--- src/design/tsip_keyed_hash64_assert.svh ---
// ---------------------------------------------------------------------------
// tsip_keyed_hash64_assert.svh
// Assertion macros shared by the keyed hash modules.
// ---------------------------------------------------------------------------
`ifndef TSIP_KEYED_HASH64_ASSERT_SVH
`define TSIP_KEYED_HASH64_ASSERT_SVH

`ifndef NO_ASSERTIONS

// Property holds at every clock edge outside reset.
`define TKH_ASSERT(label, clk, rst, prop) \
  label: assert property (@(posedge clk) disable iff (rst) (prop)) \
    else $error("tkh assertion failed");

// Expression never true outside reset.
`define TKH_NEVER(label, clk, rst, expr) \
  label: assert property (@(posedge clk) disable iff (rst) !(expr)) \
    else $error("tkh forbidden condition");

`else

`define TKH_ASSERT(label, clk, rst, prop)
`define TKH_NEVER(label, clk, rst, expr)

`endif

`endif

--- src/design/tkh64_pkg.sv ---
// ---------------------------------------------------------------------------
// tkh64_pkg
// Types, constants and round functions of the keyed 64-bit hash.
// ---------------------------------------------------------------------------
`timescale 1ns / 1ps
`default_nettype none

package tkh64_pkg;

  localparam int unsigned WORD_W      = 64;
  localparam int unsigned TAIL_W      = 3;
  localparam int unsigned LEN_W       = 8;
  localparam int unsigned CFG_INDEX_W = 8;
  localparam int unsigned OUT_DEPTH   = 8;

  // register indexes on the config port
  localparam logic [CFG_INDEX_W-1:0] REG_SEED_LOW  = 8'd0;
  localparam logic [CFG_INDEX_W-1:0] REG_SEED_HIGH = 8'd1;

  localparam logic [WORD_W-1:0] LANE_A_CONST = 64'h736f6d6570736575;
  localparam logic [WORD_W-1:0] LANE_B_CONST = 64'h646f72616e646f6d;
  localparam logic [WORD_W-1:0] FINAL_MARK   = 64'h00000000000000ff;
  localparam logic [LEN_W-1:0]  BODY_BYTES   = 8'd8;

  localparam int unsigned ROT_B1  = 13;
  localparam int unsigned ROT_A1  = 35;
  localparam int unsigned ROT_B2  = 17;
  localparam int unsigned ROT_A2  = 21;
  localparam int unsigned ROT_FIN = 32;

  typedef struct packed {
    logic [WORD_W-1:0] a;
    logic [WORD_W-1:0] b;
  } lanes_t;

  // handoff from the lane stage to the finalization pipe
  typedef struct packed {
    logic   valid;
    lanes_t lanes;
  } fin_req_t;

  function automatic logic [WORD_W-1:0] rol64(input logic [WORD_W-1:0] x,
                                              input int unsigned k);
    return (x << k) | (x >> (WORD_W - k));
  endfunction

  // one add-rotate-xor compression round
  function automatic lanes_t compress(input lanes_t s);
    lanes_t r;
    r.a = s.a + s.b;
    r.b = rol64(s.b, ROT_B1) ^ r.a;
    r.a = rol64(r.a, ROT_A1) + r.b;
    r.b = rol64(r.b, ROT_B2) ^ r.a;
    r.a = rol64(r.a, ROT_A2);
    return r;
  endfunction

  // finalization round: compress, then swap lane_b halves
  function automatic lanes_t fin_round(input lanes_t s);
    lanes_t r;
    r   = compress(s);
    r.b = rol64(r.b, ROT_FIN);
    return r;
  endfunction

  function automatic lanes_t seed_lanes(input logic [WORD_W-1:0] lo,
                                        input logic [WORD_W-1:0] hi);
    lanes_t r;
    r.a = lo ^ LANE_A_CONST;
    r.b = hi ^ LANE_B_CONST;
    return r;
  endfunction

endpackage

`default_nettype wire

--- src/design/tsip_keyed_hash64.sv ---
// ---------------------------------------------------------------------------
// tsip_keyed_hash64
// Keyed 64-bit hash, two-lane add-rotate-xor compression.
// ---------------------------------------------------------------------------
// Usage:
//   Slave stream: s_tdata carries one 8-byte little-endian message word,
//   s_tlast marks the final request, s_tuser gives its tail byte count
//   (0..7, unused on body words). Master stream: m_tdata is the hash, one
//   per final request. Config channel: index 0 writes seed_low, index 1
//   seed_high; any seed write restarts the message. Write seeds only while
//   no message is in progress or pending.
// Timing:
//   One request per cycle on both streams while s_tready and m_tready are high.
//   A final request passes the input register, lane stage, two registered
//   finalization rounds, the third round into the queue and the queue count
//   to reach m_tvalid. Lanes do one compression per cycle while taking words.
// Reset: seeds clear to zero, lanes load from the zero seed, queue empties.
// Stall: finished hashes wait in an 8-entry queue; s_tready drops only
//   while 8 hashes are in flight or queued, until then body words keep flowing.
// ---------------------------------------------------------------------------
`timescale 1ns / 1ps
`default_nettype none

module tsip_keyed_hash64
  import tkh64_pkg::*;
#(
  parameter int unsigned OUT_QUEUE_DEPTH = OUT_DEPTH
) (
  input  wire logic                   clk,
  input  wire logic                   rst,
  // slave stream
  input  wire logic                   s_tvalid,
  output logic                        s_tready,
  input  wire logic [WORD_W-1:0]      s_tdata,   // [63:0] data_word
  input  wire logic [TAIL_W-1:0]      s_tuser,   // [2:0] tail_bytes
  input  wire logic                   s_tlast,
  // master stream
  output logic                        m_tvalid,
  input  wire logic                   m_tready,
  output logic [WORD_W-1:0]           m_tdata,   // [63:0] hash_value
  // config write
  input  wire logic                   cfg_valid,
  output logic                        cfg_ready,
  input  wire logic [CFG_INDEX_W-1:0] cfg_index,
  input  wire logic [WORD_W-1:0]      cfg_data
);

  logic              take;
  logic              room;
  fin_req_t          fin;
  logic              hash_valid;
  logic [WORD_W-1:0] hash;

  assign cfg_ready = 1'b1;
  assign s_tready  = room;
  assign take      = s_tvalid && room;

  tkh64_lanes u_lanes (
    .clk       (clk),
    .rst       (rst),
    .cfg_write (cfg_valid && cfg_ready),
    .cfg_index (cfg_index),
    .cfg_data  (cfg_data),
    .in_take   (take),
    .in_word   (s_tdata),
    .in_tail   (s_tuser),
    .in_last   (s_tlast),
    .fin       (fin)
  );

  tkh64_final u_final (
    .clk        (clk),
    .rst        (rst),
    .fin        (fin),
    .hash_valid (hash_valid),
    .hash       (hash)
  );

  tkh64_out_fifo #(
    .DEPTH (OUT_QUEUE_DEPTH)
  ) u_out (
    .clk      (clk),
    .rst      (rst),
    .reserve  (take && s_tlast),
    .room     (room),
    .wr       (hash_valid),
    .wr_data  (hash),
    .rd_valid (m_tvalid),
    .rd_ready (m_tready),
    .rd_data  (m_tdata)
  );

endmodule

`default_nettype wire

--- src/design/tkh64_lanes.sv ---
// ---------------------------------------------------------------------------
// tkh64_lanes
// Seed registers, input register and lane state. Absorbs one word per cycle
// while words are taken; a final word goes to the finalization pipe and the
// lanes reload from the seed. A seed write wins and reloads from the new seed.
// ---------------------------------------------------------------------------
`timescale 1ns / 1ps
`default_nettype none
`include "tsip_keyed_hash64_assert.svh"

module tkh64_lanes
  import tkh64_pkg::*;
(
  input  wire logic                   clk,
  input  wire logic                   rst,
  // config write
  input  wire logic                   cfg_write,
  input  wire logic [CFG_INDEX_W-1:0] cfg_index,
  input  wire logic [WORD_W-1:0]      cfg_data,
  // accepted input request
  input  wire logic                   in_take,
  input  wire logic [WORD_W-1:0]      in_word,
  input  wire logic [TAIL_W-1:0]      in_tail,
  input  wire logic                   in_last,
  // to finalization
  output fin_req_t                    fin
);

  logic [WORD_W-1:0] seed_low;
  logic [WORD_W-1:0] seed_high;
  logic              hit_low;
  logic              hit_high;
  logic [WORD_W-1:0] seed_low_next;
  logic [WORD_W-1:0] seed_high_next;

  // input register
  logic              iv;
  logic [WORD_W-1:0] iword;
  logic [TAIL_W-1:0] itail;
  logic              ilast;

  lanes_t            lanes;
  lanes_t            lanes_next;
  logic [LEN_W-1:0]  length_low;
  logic [LEN_W-1:0]  length_low_next;

  logic [WORD_W-LEN_W-1:0] keep;
  logic [LEN_W-1:0]  total;
  logic [WORD_W-1:0] absorb_w;
  lanes_t            mixed;
  fin_req_t          fin_next;

  // seed decode
  always_comb begin
    hit_low        = cfg_write && (cfg_index == REG_SEED_LOW);
    hit_high       = cfg_write && (cfg_index == REG_SEED_HIGH);
    seed_low_next  = hit_low  ? cfg_data : seed_low;
    seed_high_next = hit_high ? cfg_data : seed_high;
  end

  always_ff @(posedge clk) begin
    if (rst) begin
      seed_low  <= '0;
      seed_high <= '0;
    end else begin
      seed_low  <= seed_low_next;
      seed_high <= seed_high_next;
    end
  end

  // input register
  always_ff @(posedge clk) begin
    if (rst) begin
      iv <= 1'b0;
    end else begin
      iv <= in_take;
    end
  end

  always_ff @(posedge clk) begin
    if (in_take) begin
      iword <= in_word;
      itail <= in_tail;
      ilast <= in_last;
    end
  end

  // tail packing: keep bytes below the tail count, length in the top byte
  always_comb begin
    for (int i = 0; i < (WORD_W - LEN_W) / 8; i++) begin
      keep[8*i +: 8] = (i < int'(itail)) ? 8'hff : 8'h00;
    end
    total = length_low + LEN_W'(itail);
    if (ilast) begin
      absorb_w = {total, iword[WORD_W-LEN_W-1:0] & keep};
    end else begin
      absorb_w = iword;
    end
  end

  // absorb and next lane state
  always_comb begin
    lanes_t pre;
    pre          = lanes;
    pre.b        = lanes.b ^ absorb_w;
    mixed        = compress(pre);
    mixed.a      = mixed.a ^ absorb_w;
    lanes_next      = lanes;
    length_low_next = length_low;
    fin_next.valid  = 1'b0;
    fin_next.lanes  = mixed;
    fin_next.lanes.b = mixed.b ^ FINAL_MARK;
    if (hit_low || hit_high) begin
      lanes_next      = seed_lanes(seed_low_next, seed_high_next);
      length_low_next = '0;
    end else if (iv && ilast) begin
      lanes_next      = seed_lanes(seed_low, seed_high);
      length_low_next = '0;
      fin_next.valid  = 1'b1;
    end else if (iv) begin
      lanes_next      = mixed;
      length_low_next = length_low + BODY_BYTES;
    end
  end

  // lane state and handoff to finalization
  always_ff @(posedge clk) begin
    fin.lanes <= fin_next.lanes;
    if (rst) begin
      lanes      <= seed_lanes('0, '0);
      length_low <= '0;
      fin.valid  <= 1'b0;
    end else begin
      lanes      <= lanes_next;
      length_low <= length_low_next;
      fin.valid  <= fin_next.valid;
    end
  end

  // a seed write restarts the message
  `TKH_ASSERT(a_cfg_clears_len, clk, rst,
              (hit_low || hit_high) |=> (length_low == '0))
  // a final word with no config write beside it launches exactly one finalization
  `TKH_ASSERT(a_last_launches, clk, rst,
              (iv && ilast && !cfg_write) |=> fin.valid)

endmodule

`default_nettype wire

--- src/design/tkh64_final.sv ---
// ---------------------------------------------------------------------------
// tkh64_final
// Finalization pipe: two registered rounds, a combinational third, then lane_a ^ lane_b.
// ---------------------------------------------------------------------------
`timescale 1ns / 1ps
`default_nettype none
`include "tsip_keyed_hash64_assert.svh"

module tkh64_final
  import tkh64_pkg::*;
(
  input  wire logic              clk,
  input  wire logic              rst,
  input  fin_req_t               fin,
  output logic                   hash_valid,
  output logic [WORD_W-1:0]      hash
);

  logic   s2_valid;
  logic   s3_valid;
  lanes_t s2;
  lanes_t s3;
  lanes_t last_round;

  always_ff @(posedge clk) begin
    if (rst) begin
      s2_valid <= 1'b0;
      s3_valid <= 1'b0;
    end else begin
      s2_valid <= fin.valid;
      s3_valid <= s2_valid;
    end
  end

  // one round per stage
  always_ff @(posedge clk) begin
    s2 <= fin_round(fin.lanes);
    s3 <= fin_round(s2);
  end

  always_comb begin
    last_round = fin_round(s3);
    hash_valid = s3_valid;
    hash       = last_round.a ^ last_round.b;
  end

  `TKH_ASSERT(a_pipe_moves, clk, rst, fin.valid |=> ##1 hash_valid)

endmodule

`default_nettype wire

--- src/design/tkh64_out_fifo.sv ---
// ---------------------------------------------------------------------------
// tkh64_out_fifo
// Result queue with credit count. Credits cover hashes still in the pipe,
// so the queue can never overflow and the pipe never stalls.
// ---------------------------------------------------------------------------
`timescale 1ns / 1ps
`default_nettype none
`include "tsip_keyed_hash64_assert.svh"

module tkh64_out_fifo
  import tkh64_pkg::*;
#(
  parameter int unsigned DEPTH = OUT_DEPTH
) (
  input  wire logic              clk,
  input  wire logic              rst,
  input  wire logic              reserve,
  output logic                   room,
  input  wire logic              wr,
  input  wire logic [WORD_W-1:0] wr_data,
  output logic                   rd_valid,
  input  wire logic              rd_ready,
  output logic [WORD_W-1:0]      rd_data
);

  localparam int unsigned PTR_W = (DEPTH > 1) ? $clog2(DEPTH) : 1;
  localparam int unsigned CNT_W = $clog2(DEPTH + 1);
  localparam logic [PTR_W-1:0] PTR_LAST = PTR_W'(DEPTH - 1);

  logic [WORD_W-1:0] mem [DEPTH];
  logic [PTR_W-1:0]  wr_ptr;
  logic [PTR_W-1:0]  rd_ptr;
  logic [CNT_W-1:0]  fill;
  logic [CNT_W-1:0]  credits;
  logic              pop;

  assign pop      = rd_valid && rd_ready;
  assign rd_valid = (fill != '0);
  assign rd_data  = mem[rd_ptr];
  assign room     = (credits < CNT_W'(DEPTH));

  always_ff @(posedge clk) begin
    if (wr) begin
      mem[wr_ptr] <= wr_data;
    end
  end

  // pointers and counts
  always_ff @(posedge clk) begin
    if (rst) begin
      wr_ptr  <= '0;
      rd_ptr  <= '0;
      fill    <= '0;
      credits <= '0;
    end else begin
      if (wr) begin
        wr_ptr <= (wr_ptr == PTR_LAST) ? '0 : wr_ptr + 1'b1;
      end
      if (pop) begin
        rd_ptr <= (rd_ptr == PTR_LAST) ? '0 : rd_ptr + 1'b1;
      end
      fill    <= fill + CNT_W'(wr) - CNT_W'(pop);
      credits <= credits + CNT_W'(reserve) - CNT_W'(pop);
    end
  end

  `TKH_NEVER(a_no_overflow, clk, rst, wr && !pop && (fill == CNT_W'(DEPTH)))
  `TKH_ASSERT(a_fill_in_credit, clk, rst, fill <= credits)

endmodule

`default_nettype wire
--- config.mk ---
export PLATFORM = sky130hd
export DESIGN_NAME = tsip_keyed_hash64
export DESIGN_NICKNAME = d
export VERILOG_FILES = /design/src/design/tkh64_pkg.sv /design/src/design/tsip_keyed_hash64.sv /design/src/design/tkh64_lanes.sv /design/src/design/tkh64_final.sv /design/src/design/tkh64_out_fifo.sv
export VERILOG_INCLUDE_DIRS = /design/src /design/src/design
export SDC_FILE = /design/constraint.sdc
export NUM_CORES = 2
export LEC_CHECK = 0
export BUFFER_PORTS_ARGS = -buffer_cell sky130_fd_sc_hd__buf_2
export CORE_ASPECT_RATIO = 0.7
export CORE_MARGIN = 2
export CORE_UTILIZATION = 35
export DETAILED_ROUTE_END_ITERATION = 6
export HOLD_SLACK_MARGIN = 0.06
export PLACE_DENSITY = 0.55
export RECOVER_POWER = 100
export SYNTH_ARGS = -nofsm -noshare
export SYNTH_HDL_FRONTEND = slang
export SYNTH_SLANG_ARGS = --single-unit
--- constraint.sdc ---
create_clock -name clk -period 11 [get_ports clk]
set_input_delay 2.2 -clock clk [delete_from_list [all_inputs] [get_ports clk]]
set_output_delay 2.2 -clock clk [all_outputs]
set_load 0.01 [all_outputs]
==> reports/qor.yml <==
yosys:
  synthArstFlopShare_pct: 0
  yosys.area_share.simple_pct: 10.1
  yosysTopAreaCellShare_pct: 23.1
  synth-main-ff-cell: "dfxtp_1"
  yosysSeqAreaShare_pct: 40.7
  synthAdderAreaFrac_pct: 8.85
  synth-compound-area-share_pct: 17.6
  synth_cell_types: 106
  yosys_register_bits: 1246
  syn_nets: 8099
  synth_top_family_by_area: "compound AO/OA/AOI/OAI gates"
  syn_area_mm2: 0.0755
  synthXorXnorAreaFrac_pct: 14.6
  synth.avg_cell_area_um2: 10.2
  synthMuxAreaShare_pct: 5.81
  synthTopCellsByArea: "edfxtp_1 23%, dfxtp_1 18%, ha_1 8.6%, xnor2_1 6.9%, xor2_1 6.7%"
  netlist_instances: 7426
  synth_edf_count: 580
  synth_largest_area_cell: "edfxtp_1"
  yosysWarnings: 0
floorplan:
  top_level_ports: 212
  rows: 142
  die_y_um: 393
  dieArea_mm2: 0.219
  start_util_pct: 35.2
  core_mm2: 0.214
  die_x_um: 559
place:
  dpl.cell_count: 10437
  place_congestion: 1.10
  io_buffers: 210
  place_area_mm2: 0.0809
  dpl.hpwl_mm: 332
route:
  drtIter0Drc: 10027
  via_count: 65028
  antenna_left: 0
  wl_mm: 402
  vias_per_cell: 6.08
  wire_per_inst_um: 37.6
  drt-pass1-iter-count: 7
  drc: 9
clock_tree:
  cts_tree: "built"
  cts_made_buffers: 143
  clkLatencyLatePin_ns: 0.84
  cts-hold-fix-buffers: 0
  post_cts_resize_count: 0
  clkTransAtPathRegs_ns: 0.06
  clockBufferDepth: 4
  cts_max_level: 4
  cts_num_sinks: 1246
  cts_root_buf: "clkbuf_16"
  post_cts_buffers: 0
sta:
  period_share_pct: 99.4
  setup-tns-final_ns: 0
  timing.fmax_ghz: 0.0915
  fin_skew_ns: 0.0678
  tightest_slew_ns: 4.47
  rsz0062_at_grt: "no"
  slew_violations: 1062
  layout_min_cycle_time_ns: 10.93
  relSlewSlack_pct: -198
  hold_viol: 0
  setup_viol: 0
global_route:
  grt_overflow_total: 0
  first_global_vias: 58226
  grt_pass1_wl_mm: 527
  antenna_found_initial: 52
  grt_max_degree: 98
  grt_use_total_pct: 35.4
final_layout:
  final_cells: 10700
  drive_above_1_share_pct: 9.75
  fin_nets: 8375
  syn2layout_area_growth_pct: 12.7
  final_area_mm2: 0.0851
  fillers: 21132
setup_path:
  max_stage_delay_ns: 0.82
  crit_arrival_ns: 11.54
  cp_slowest_cell: "a21oi_1"
  cp_common_cell: "a21o_1"
  critical_path.max_fanout: 16
  cp.required_ns: 11.61
  cp-end-kind: "flip-flop"
  path_class: "reg -> reg"
  startpoint_type: "flip-flop"
run_status:
  status: "complete, but fails checks"
  violations: "design-rule violations, max-capacitance violations, max-slew violations"
flow_run:
  cap_viol_max_count: 37
min_path:
  hold_class: "reg -> reg"
cells in the mapped netlist (55+ instances only):
master	number
nand4_1	99
xor2_1	581
nor2b_1	78
mux2_2	69
nand3_1	89
nor2_1	392
o211ai_1	55
o21ai_0	296
edfxtp_1	580
mux2i_1	71
dfxtp_1	666
nand2_1	646
clkbuf_1	230
nand2b_1	84
xnor2_1	595
o21bai_1	86
a21o_1	359
a21oi_1	723
o21a_1	73
a31oi_1	109
ha_1	518
inv_1	187
mux4_2	128
nor3_1	71
o221ai_1	68
worst max-delay path: cells and delay by family (launching register included):
family                   cells  cell delay [ns]
adder cells (fa/ha/maj)      2             1.06
flip-flops                   1             0.49
buffers and inverters        4             0.88
XOR/XNOR                     3             0.99
AND/OR/NAND/NOR             10             3.49
AO/OA/AOI/OAI               12             3.77
sequential cells by signal (all words and copies together), names as in the netlist, 5 cells and up, named ones only:
register and cells:
u_out.mem 512, u_lanes.fin 129, u_final.s2 128, u_final.s3 128, u_lanes.lanes 128, u_lanes.iword 64, u_lanes.seed_high 64, u_lanes.seed_low 64
u_lanes.length_low 5
cell usage in the layout (no fill, tap or decap), types with 31 or more instances in the layout:
cell / synthesis / layout
buf_2: 11 / 162
xor2_1: 581 / 581
mux4_2: 128 / 128
edfxtp_1: 580 / 580
a31oi_1: 109 / 109
nand3_1: 89 / 90
clkbuf_1: 230 / 138
o21bai_1: 86 / 86
ha_1: 518 / 518
a211oi_1: 49 / 51
a21oi_1: 723 / 724
o221ai_1: 68 / 68
o21ai_0: 296 / 298
xnor2_1: 595 / 584
clkbuf_16: 0 / 148
and3_1: 48 / 47
o21a_1: 73 / 73
nor3_1: 71 / 72
mux2_1: 0 / 33
nand2b_1: 84 / 84
dfxtp_1: 666 / 662
o211ai_1: 55 / 55
mux2_2: 69 / 36
buf_4: 3 / 126
a21o_1: 359 / 359
nand2_1: 646 / 644
mux2i_1: 71 / 71
nor2b_1: 78 / 77
nand4_1: 99 / 99
and2_1: 38 / 33
o31ai_1: 29 / 31
nor2_1: 392 / 386
inv_1: 187 / 187
through the flow:
step | setup slack, ns | utilization, % | hold slack (ns)
CTS | 0.625 | 39.9 | 0.439
floorplan | 3.10 | - | 0.414
global placement | 0.886 | 37.8 | 0.421
finish | 0.0689 | 39.7 | 0.436
detailed placement | 0.757 | 37.8 | 0.425
global route | 0.0573 | 39.7 | 0.469
cell type report:
class,count,area (µm²),area share [%]
Clock inverter,53,587,0.690
Timing Repair Buffer,402,2260,2.66
Sequential cell,1246,30800,36.2
Antenna cell,15,37.5,0.0441
Tap cell,2880,3600,4.24
Multi-Input combinational cell,5719,43100,50.7
Inverter,190,713,0.839
Clock buffer,195,3990,4.70
final timing paths:
check	start	endpoint	slack, ns	depth (start not counted)
min	u_lanes.fin[128]	u_final.s2_valid	0.44	1
max	u_lanes.itail[2]	u_lanes.fin[78]	0.07	31
max reg2reg	u_lanes.itail[2]	u_lanes.fin[78]	0.07	31
min reg2reg	u_lanes.fin[128]	u_final.s2_valid	0.44	1
metal layers:
| layer | GRT usage [%] | up-vias | share of wire (%) |
|---|---|---|---|
| met4 | 6.13 | 32 | 1.8 |
| met2 | 39.8 | 3923 | 33 |
| met5 | 2.43 | - | 0.23 |
| met1 | 57.0 | 32976 | 50 |
| met3 | 16.9 | 411 | 15 |
| li1 | - | 27686 | - |
cell families after synthesis:
| kind of cell | after synthesis |
|---|---|
| compound gates | 2065 |
| buf+inv | 461 |
| mux | 269 |
| fa+ha+maj | 528 |
| flops | 1246 |
| other cells | 1 |
| simple gates | 1648 |
| xor+xnor | 1208 |
Power is left out: the tool's default activity adds up to more than one toggle a clock period on the data nets, which glitch-free logic cannot reach.
